[src/hdl/spq_pkg.sv]
`timescale 1ns / 1ps
// Shared types and constants for the stable sorted priority queue.
// Depends on nothing; used by spq_cell and stable_priority_queue_top.
package spq_pkg;

    localparam int DEPTH_DEFAULT = 16;
    localparam int VALUE_W       = 32;
    localparam int PRIO_W        = 16;
    localparam int STATUS_W      = 2;
    localparam int OCC_W         = 5;

    typedef enum logic {
        CMD_ENQ = 1'b0,
        CMD_DEQ = 1'b1
    } cmd_t;

    typedef enum logic [STATUS_W-1:0] {
        ST_DONE  = 2'd0,
        ST_EMPTY = 2'd1,
        ST_FULL  = 2'd2
    } status_t;

    // Contents of one queue cell.
    typedef struct packed {
        logic                      valid;
        logic signed [VALUE_W-1:0] value;
        logic        [PRIO_W-1:0]  prio;
    } cell_data_t;

    // Operation broadcast to every cell in the chain.
    typedef struct packed {
        logic                      en;
        cmd_t                      cmd;
        logic signed [VALUE_W-1:0] value;
        logic        [PRIO_W-1:0]  prio;
    } cell_op_t;

endpackage

[src/hdl/stable_priority_queue_top.sv]
`timescale 1ns / 1ps
// Top level of the stable sorted priority queue: a chain of spq_cell instances
// plus the command decode, occupancy counter and registered result word.
// Depends on spq_pkg and spq_cell.

// The queue takes one command word per clock cycle: busy never rises, so a
// word may be issued with start in every cycle. The result word for a command
// appears on the cycle right after it is accepted, marked by done for exactly
// one cycle; the receiver cannot stall it and must take it then. The cell
// chain makes this possible: every cell compares its own priority with
// the incoming one in parallel and updates in the same cycle. Cell 0 always
// holds the most urgent entry (lowest priority number), and entries of equal
// priority leave in the order they arrived. A dequeue on an empty queue and an
// enqueue into a full queue change nothing and report their own status codes.
// Occupancy reports the low five bits of the number of entries held after the
// command.
module stable_priority_queue_top
#(
    parameter int DEPTH = spq_pkg::DEPTH_DEFAULT
)
(
    input  logic                               clk,
    input  logic                               rst_n,
    input  logic                               start,
    output logic                               busy,
    input  logic                               command,
    input  logic signed [spq_pkg::VALUE_W-1:0] in_value,
    input  logic        [spq_pkg::PRIO_W-1:0]  in_priority,
    output logic                               done,
    output logic        [spq_pkg::STATUS_W-1:0] status,
    output logic signed [spq_pkg::VALUE_W-1:0] out_value,
    output logic        [spq_pkg::PRIO_W-1:0]  out_priority,
    output logic        [spq_pkg::OCC_W-1:0]   occupancy
);

    localparam int CNT_W = $clog2(DEPTH + 1);

    spq_pkg::cell_data_t cells [DEPTH];
    spq_pkg::cell_data_t head;
    spq_pkg::cell_data_t tail;
    spq_pkg::cell_op_t   op;
    logic [DEPTH-1:0]    valid_vec;

    logic        accept;
    logic        is_deq;
    logic        full;
    logic        empty;
    logic        enq_ok;
    logic        deq_ok;

    logic [CNT_W-1:0]                    count_reg;
    logic [CNT_W-1:0]                    count_next;
    logic                                done_reg;
    spq_pkg::status_t                    status_reg;
    spq_pkg::status_t                    status_next;
    logic signed [spq_pkg::VALUE_W-1:0]  out_value_reg;
    logic signed [spq_pkg::VALUE_W-1:0]  out_value_next;
    logic        [spq_pkg::PRIO_W-1:0]   out_priority_reg;
    logic        [spq_pkg::PRIO_W-1:0]   out_priority_next;

    // The chain never stalls a command.
    assign busy   = 1'b0;
    assign accept = start && !busy;
    assign is_deq = (spq_pkg::cmd_t'(command) == spq_pkg::CMD_DEQ);

    // Valid cells always form a run from cell 0, so the ends tell full and empty.
    assign full   = cells[DEPTH-1].valid;
    assign empty  = !cells[0].valid;
    assign enq_ok = accept && !is_deq && !full;
    assign deq_ok = accept && is_deq && !empty;

    // The virtual cell ahead of cell 0 is valid with the most urgent priority,
    // so cell 0 never sees a shift from the left and may load a new entry.
    assign head.valid = 1'b1;
    assign head.value = '0;
    assign head.prio  = '0;

    // Past the last cell there is nothing; a dequeue shifts in an empty cell.
    assign tail.valid = 1'b0;
    assign tail.value = '0;
    assign tail.prio  = '0;

    // Dropped or failed commands do not reach the cells at all.
    assign op.en    = enq_ok || deq_ok;
    assign op.cmd   = spq_pkg::cmd_t'(command);
    assign op.value = in_value;
    assign op.prio  = in_priority;

    for (genvar i = 0; i < DEPTH; i++)
    begin : g_cell
        spq_pkg::cell_data_t left_data;
        spq_pkg::cell_data_t right_data;

        if (i == 0)
        begin : g_first
            assign left_data = head;
        end
        else
        begin : g_mid_l
            assign left_data = cells[i-1];
        end

        if (i == DEPTH - 1)
        begin : g_last
            assign right_data = tail;
        end
        else
        begin : g_mid_r
            assign right_data = cells[i+1];
        end

        spq_cell u_cell
        (
            .clk   (clk),
            .rst_n (rst_n),
            .op    (op),
            .left  (left_data),
            .right (right_data),
            .data  (cells[i])
        );

        assign valid_vec[i] = cells[i].valid;
    end

    // Result word and occupancy count.
    always_comb
    begin
        count_next        = count_reg;
        status_next       = spq_pkg::ST_DONE;
        out_value_next    = '0;
        out_priority_next = '0;
        if (accept)
        begin
            if (is_deq)
            begin
                if (empty)
                begin
                    status_next = spq_pkg::ST_EMPTY;
                end
                else
                begin
                    out_value_next    = cells[0].value;
                    out_priority_next = cells[0].prio;
                    count_next        = count_reg - CNT_W'(1);
                end
            end
            else
            begin
                if (full)
                begin
                    status_next = spq_pkg::ST_FULL;
                end
                else
                begin
                    count_next = count_reg + CNT_W'(1);
                end
            end
        end
    end

    always_ff @(posedge clk or negedge rst_n)
    begin
        if (!rst_n)
        begin
            done_reg  <= 1'b0;
            count_reg <= '0;
        end
        else
        begin
            done_reg  <= accept;
            count_reg <= count_next;
        end
    end

    always_ff @(posedge clk)
    begin
        status_reg       <= status_next;
        out_value_reg    <= out_value_next;
        out_priority_reg <= out_priority_next;
    end

    assign done         = done_reg;
    assign status       = status_reg;
    assign out_value    = out_value_reg;
    assign out_priority = out_priority_reg;
    assign occupancy    = spq_pkg::OCC_W'(count_reg);

`ifndef ASSERT_OFF
    // The counter must always agree with the number of valid cells.
    a_count_matches_cells: assert property (
        @(posedge clk) disable iff (!rst_n)
        $countones(valid_vec) == int'(count_reg)
    ) else $error("occupancy counter disagrees with valid cells");

    // Every accepted command yields its result word on the next cycle.
    a_result_follows: assert property (
        @(posedge clk) disable iff (!rst_n)
        accept |=> done
    ) else $error("accepted command produced no result word");

    // An empty-queue report only happens when nothing is held.
    a_empty_report: assert property (
        @(posedge clk) disable iff (!rst_n)
        (done && status == spq_pkg::ST_EMPTY) |-> (count_reg == '0)
    ) else $error("empty status reported with entries held");

    // A dropped enqueue only happens when every cell is occupied.
    a_full_report: assert property (
        @(posedge clk) disable iff (!rst_n)
        (done && status == spq_pkg::ST_FULL) |-> (int'(count_reg) == DEPTH)
    ) else $error("full status reported with a free cell");
`endif

endmodule

[src/hdl/spq_cell.sv]
`timescale 1ns / 1ps
// One cell of the sorted queue chain: holds one entry and decides each cycle
// whether to keep it, take its left or right neighbor's entry, or load the new one.
// Depends on spq_pkg.
module spq_cell
(
    input  logic                clk,
    input  logic                rst_n,
    input  spq_pkg::cell_op_t   op,
    input  spq_pkg::cell_data_t left,
    input  spq_pkg::cell_data_t right,
    output spq_pkg::cell_data_t data
);

    logic                              valid_reg;
    logic                              valid_next;
    logic signed [spq_pkg::VALUE_W-1:0] value_reg;
    logic signed [spq_pkg::VALUE_W-1:0] value_next;
    logic        [spq_pkg::PRIO_W-1:0]  prio_reg;
    logic        [spq_pkg::PRIO_W-1:0]  prio_next;
    logic                              left_gt;
    logic                              mine_gt;

    always_comb
    begin
        left_gt    = left.valid && (left.prio > op.prio);
        mine_gt    = valid_reg && (prio_reg > op.prio);
        valid_next = valid_reg;
        value_next = value_reg;
        prio_next  = prio_reg;
        if (op.en)
        begin
            if (op.cmd == spq_pkg::CMD_DEQ)
            begin
                valid_next = right.valid;
                value_next = right.value;
                prio_next  = right.prio;
            end
            else if (left_gt)
            begin
                // The insertion point lies to the left, so everything shifts right.
                valid_next = left.valid;
                value_next = left.value;
                prio_next  = left.prio;
            end
            else if (left.valid && (!valid_reg || mine_gt))
            begin
                valid_next = 1'b1;
                value_next = op.value;
                prio_next  = op.prio;
            end
        end
    end

    always_ff @(posedge clk or negedge rst_n)
    begin
        if (!rst_n)
        begin
            valid_reg <= 1'b0;
        end
        else
        begin
            valid_reg <= valid_next;
        end
    end

    always_ff @(posedge clk)
    begin
        value_reg <= value_next;
        prio_reg  <= prio_next;
    end

    assign data.valid = valid_reg;
    assign data.value = value_reg;
    assign data.prio  = prio_reg;

endmodule
[config.mk]
export PLATFORM = sky130hd
export DESIGN_NAME = stable_priority_queue_top
export DESIGN_NICKNAME = d
export VERILOG_FILES = /design/src/hdl/spq_pkg.sv /design/src/hdl/stable_priority_queue_top.sv /design/src/hdl/spq_cell.sv
export SDC_FILE = /design/constraint.sdc
export NUM_CORES = 2
export LEC_CHECK = 0
export BUFFER_PORTS_ARGS = -buffer_cell sky130_fd_sc_hd__buf_2
export CAP_MARGIN = 5
export CORE_MARGIN = 5
export CORE_UTILIZATION = 53
export CTS_CLUSTER_DIAMETER = 30
export DETAILED_ROUTE_END_ITERATION = 10
export HOLD_SLACK_MARGIN = 0.05
export PLACE_DENSITY_LB_ADDON = 0.25
export SLEW_MARGIN = 5
export SYNTH_ARGS = -nofsm -noshare
export SYNTH_HDL_FRONTEND = slang
export SYNTH_SLANG_ARGS = --single-unit
[constraint.sdc]
create_clock -name clk -period 10.8 [get_ports clk]
set_input_delay 0.54 -clock clk [delete_from_list [all_inputs] [get_ports clk]]
set_output_delay 0.54 -clock clk [all_outputs]
set_load 0.02 [all_outputs]
==> summary.md <==
| Metric | Value |
|---|---|
| Status | finished clean |
| RSZ-0062 raised after global routing | no |
| Max Cap Viol | 0 |
| Pin count of the biggest net entering global routing | 270 |
| Starting Density | 53.5% |
| Synth Warn # | 0 |
| Req. time, crit path | 11.25 ns |
| P_leak | 0.0220 µW |
| Total global routing track utilization | 28.7% |
| Root Buffer | clkbuf_16 |
| Power Density | 261 nW/µm² |
| Initial antenna violation count | 11 |
| Die area | 93,900 µm² |
| Cells after Synth | 4,272 |
| Actual slew at the worst max-slew pin | 1.35 ns |
| Io pins | 109 |
| Routed WL | 139,000 µm |
| Worst reg2reg startpoint | g_cell[10].u_cell.prio_reg[13] |
| Worst clock skew | 0.0547 ns |
| Number of library cell types mapped by synthesis | 59 |
| Predominant post-synthesis flop cell | edfxtp_1 |
| Worst R2R Setup Slack | 6.33 ns |
| CTS clk-pin slew, worst paths | 0.05 ns |
| Die H | 307 µm |
| Max VDD drop | 0.000189 V |
| Max-slew violations | 0 |
| Avg Cell Area, Syn | 10.9 µm² |
| Vias per cell | 6.22 |
| Fillers | 6,853 |
| I/O Buffers | 107 |
| Min cycle time layout | 4.73 ns |
| Vias in the first global route | 34,100 |
| Routed via count | 34,900 |
| Hold Worst Slack | 0.273 ns |
| CP Max Fanout | 36 |
| Total power | 14,200 µW |
| Crit path from | in_priority[7] |
| Critical path type | in -> reg |
| Mapped cell area | 46,600 µm² |
| RD Place Congestion | 0.900 |
| Seq. cell area | 24,600 µm² |
| Crit path capture type | register |
| Final setup fails | 0 |
| Syn_nets | 4,584 |
| Period utilization | 43.8% |
| Post-DP HPWL | 79,800 µm |
| Layout area overhead | 16.9% |
| Final hold viol count | 0 |
| Nets@finish | 4,620 |
| Tightest Hold Check Type | in -> reg |
| Multi-input gate area in the final layout | 20,700 µm² |
| Core box area | 87,000 µm² |
| CTS buffer count | 181 |
| Overflow after GRT | 0 |
| TNS Setup | 0 ns |
| Slew HR | 9.99% |
| # rows | 108 |
| Worst Path Arrival | 5.17 ns |
| Sequential area share after synthesis | 52.8% |
| FFs w/ async S/R, synth | 2.62% |
| Routed Antenna Nets | 0 |
| Post-synth EDFFs | 768 |
| Clock sinks | 840 |
| First-pass DRT Iterations | 5 |
| Min-delay src | in_value[25] |
| Layout cell share with drive strength beyond 1 | 11.1% |
| Fmax | 0.212 GHz |
| CTS H-tree lvls | 4 |
| Yosys reg bits | 840 |
| Worst-Skew Late Latency | 0.77 ns |
| Width of the die | 307 µm |
| First-pass GRT wire length | 208,000 µm |
| Worst-case clock buffer depth | 3 |
| Post-route DRC violation count | 0 |
| Max FFs per register | 512 |
| CTS tree | built |
| CP startpoint kind | primary input |
| Number of DRC markers in iteration 0 | 4,197 |
| DR WL/cell | 24.7 µm |
[area by class of cell]
class	instances	share of cell area, %
Sequential cell	840	45.2
Multi-Input combinational cell	3062	38.0
Clock buffer	215	8.80
Clock inverter	116	3.05
Tap cell	1155	2.65
Timing Repair Buffer	165	1.88
Inverter	58	0.409
Antenna cell	6	0.0276
[path summary, 6_finish.rpt]
path / end / depth (start not counted)
hold reg to reg: occupancy[4] / 1
setup reg to reg: g_cell[11].u_cell.value_reg[12] / 8
setup / recovery: g_cell[11].u_cell.value_reg[12] / 10
hold / removal: g_cell[1].u_cell.value_reg[25] / 3
min in group asynchronous: g_cell[2].u_cell.valid_reg / 2
max in group asynchronous: g_cell[12].u_cell.valid_reg / 2
[cells by family after synthesis]
family / share of synthesized area (%)
flip-flops: 52.8
AND/OR/NAND/NOR: 10.3
XOR/XNOR: 0.0940
AO/OA/AOI/OAI: 12.1
adder cells (fa/ha/maj): 7.00
buffers and inverters: 3.52
other: 0.00805
multiplexers: 14.2
[layer usage]
| layer | track usage, % | routed length [µm] |
|---|---|---|
| met5 | 0 | 25 |
| met4 | 12.2 | 5740 |
| met3 | 6.99 | 12900 |
| met2 | 44.9 | 63400 |
| met1 | 38.7 | 56700 |
[layout by cell type, fill, tap and decap left out, types with 25 or more instances in the layout]
master / Yosys / final
nand2_1: 905 / 905
edfxtp_1: 768 / 768
mux2i_1: 659 / 659
o21ai_1: 431 / 431
ha_1: 259 / 259
o21ai_0: 214 / 213
clkbuf_16: 0 / 185
a21oi_1: 149 / 149
buf_2: 34 / 106
inv_1: 57 / 57
nor2_1: 56 / 56
buf_4: 26 / 53
dfxtp_1: 50 / 50
and3_1: 49 / 48
a2bb2oi_1: 47 / 47
nand4_1: 45 / 45
a21o_1: 41 / 41
clkinv_2: 0 / 35
bufinv_16: 0 / 32
clkbuf_1: 230 / 25
[what timing repair did]
action / 4_1_cts / 5_1_grt
endpoints found under the hold margin: 23 / 0
hold buffers: 2 / 0
gates resized for setup: 0 / 0
setup buffers: 0 / 0
[stage by stage]
step	cells	utilization, %	setup slack (ns)	instance area [µm²]
6_report	5617	62.6	6.07	54500
5_1_grt	5612	62.6	6.05	54500
4_1_cts	5611	62.6	6.28	54500
3_5_place_dp	5278	55.1	5.51	48000
3_3_place_gp	5278	55.1	5.68	48000
2_1_floorplan	4272	-	4.12	46600
[cells in the mapped netlist, drive strengths merged, types with 47 or more instances]
library cell	n	area share [%]
nand2	905	7.3
clkbuf	230	1.9
and3	49	0.66
mux2i	659	14
nor2	56	0.45
buf	82	1.2
o21ai	645	6.9
a2bb2oi	47	0.88
edfxtp	768	49
inv	57	0.46
ha	259	7.0
a21oi	149	1.6
dfxtp	50	2.1
[power by group]
group | leakage [µW] | switching, µW | total, µW | internal (µW)
Sequential | 0.00796 | 440 | 4980 | 4540
Combinational | 0.0109 | 2190 | 3370 | 1180
Clock | 0.00313 | 1900 | 5830 | 3940
Total | 0.0220 | 4530 | 14200 | 9660
[critical path: stages]
cell and delay (ns):
buf_2 0.37, inv_1 0.53, ha_1 0.52, nand4_1 0.18, nor4_1 0.37, o21ai_0 0.29
a311oi_4 1.01, buf_4 0.92, mux2i_1 0.26, o21ai_1 0.08
No activity file was read; power rests on OpenSTA's default activity.
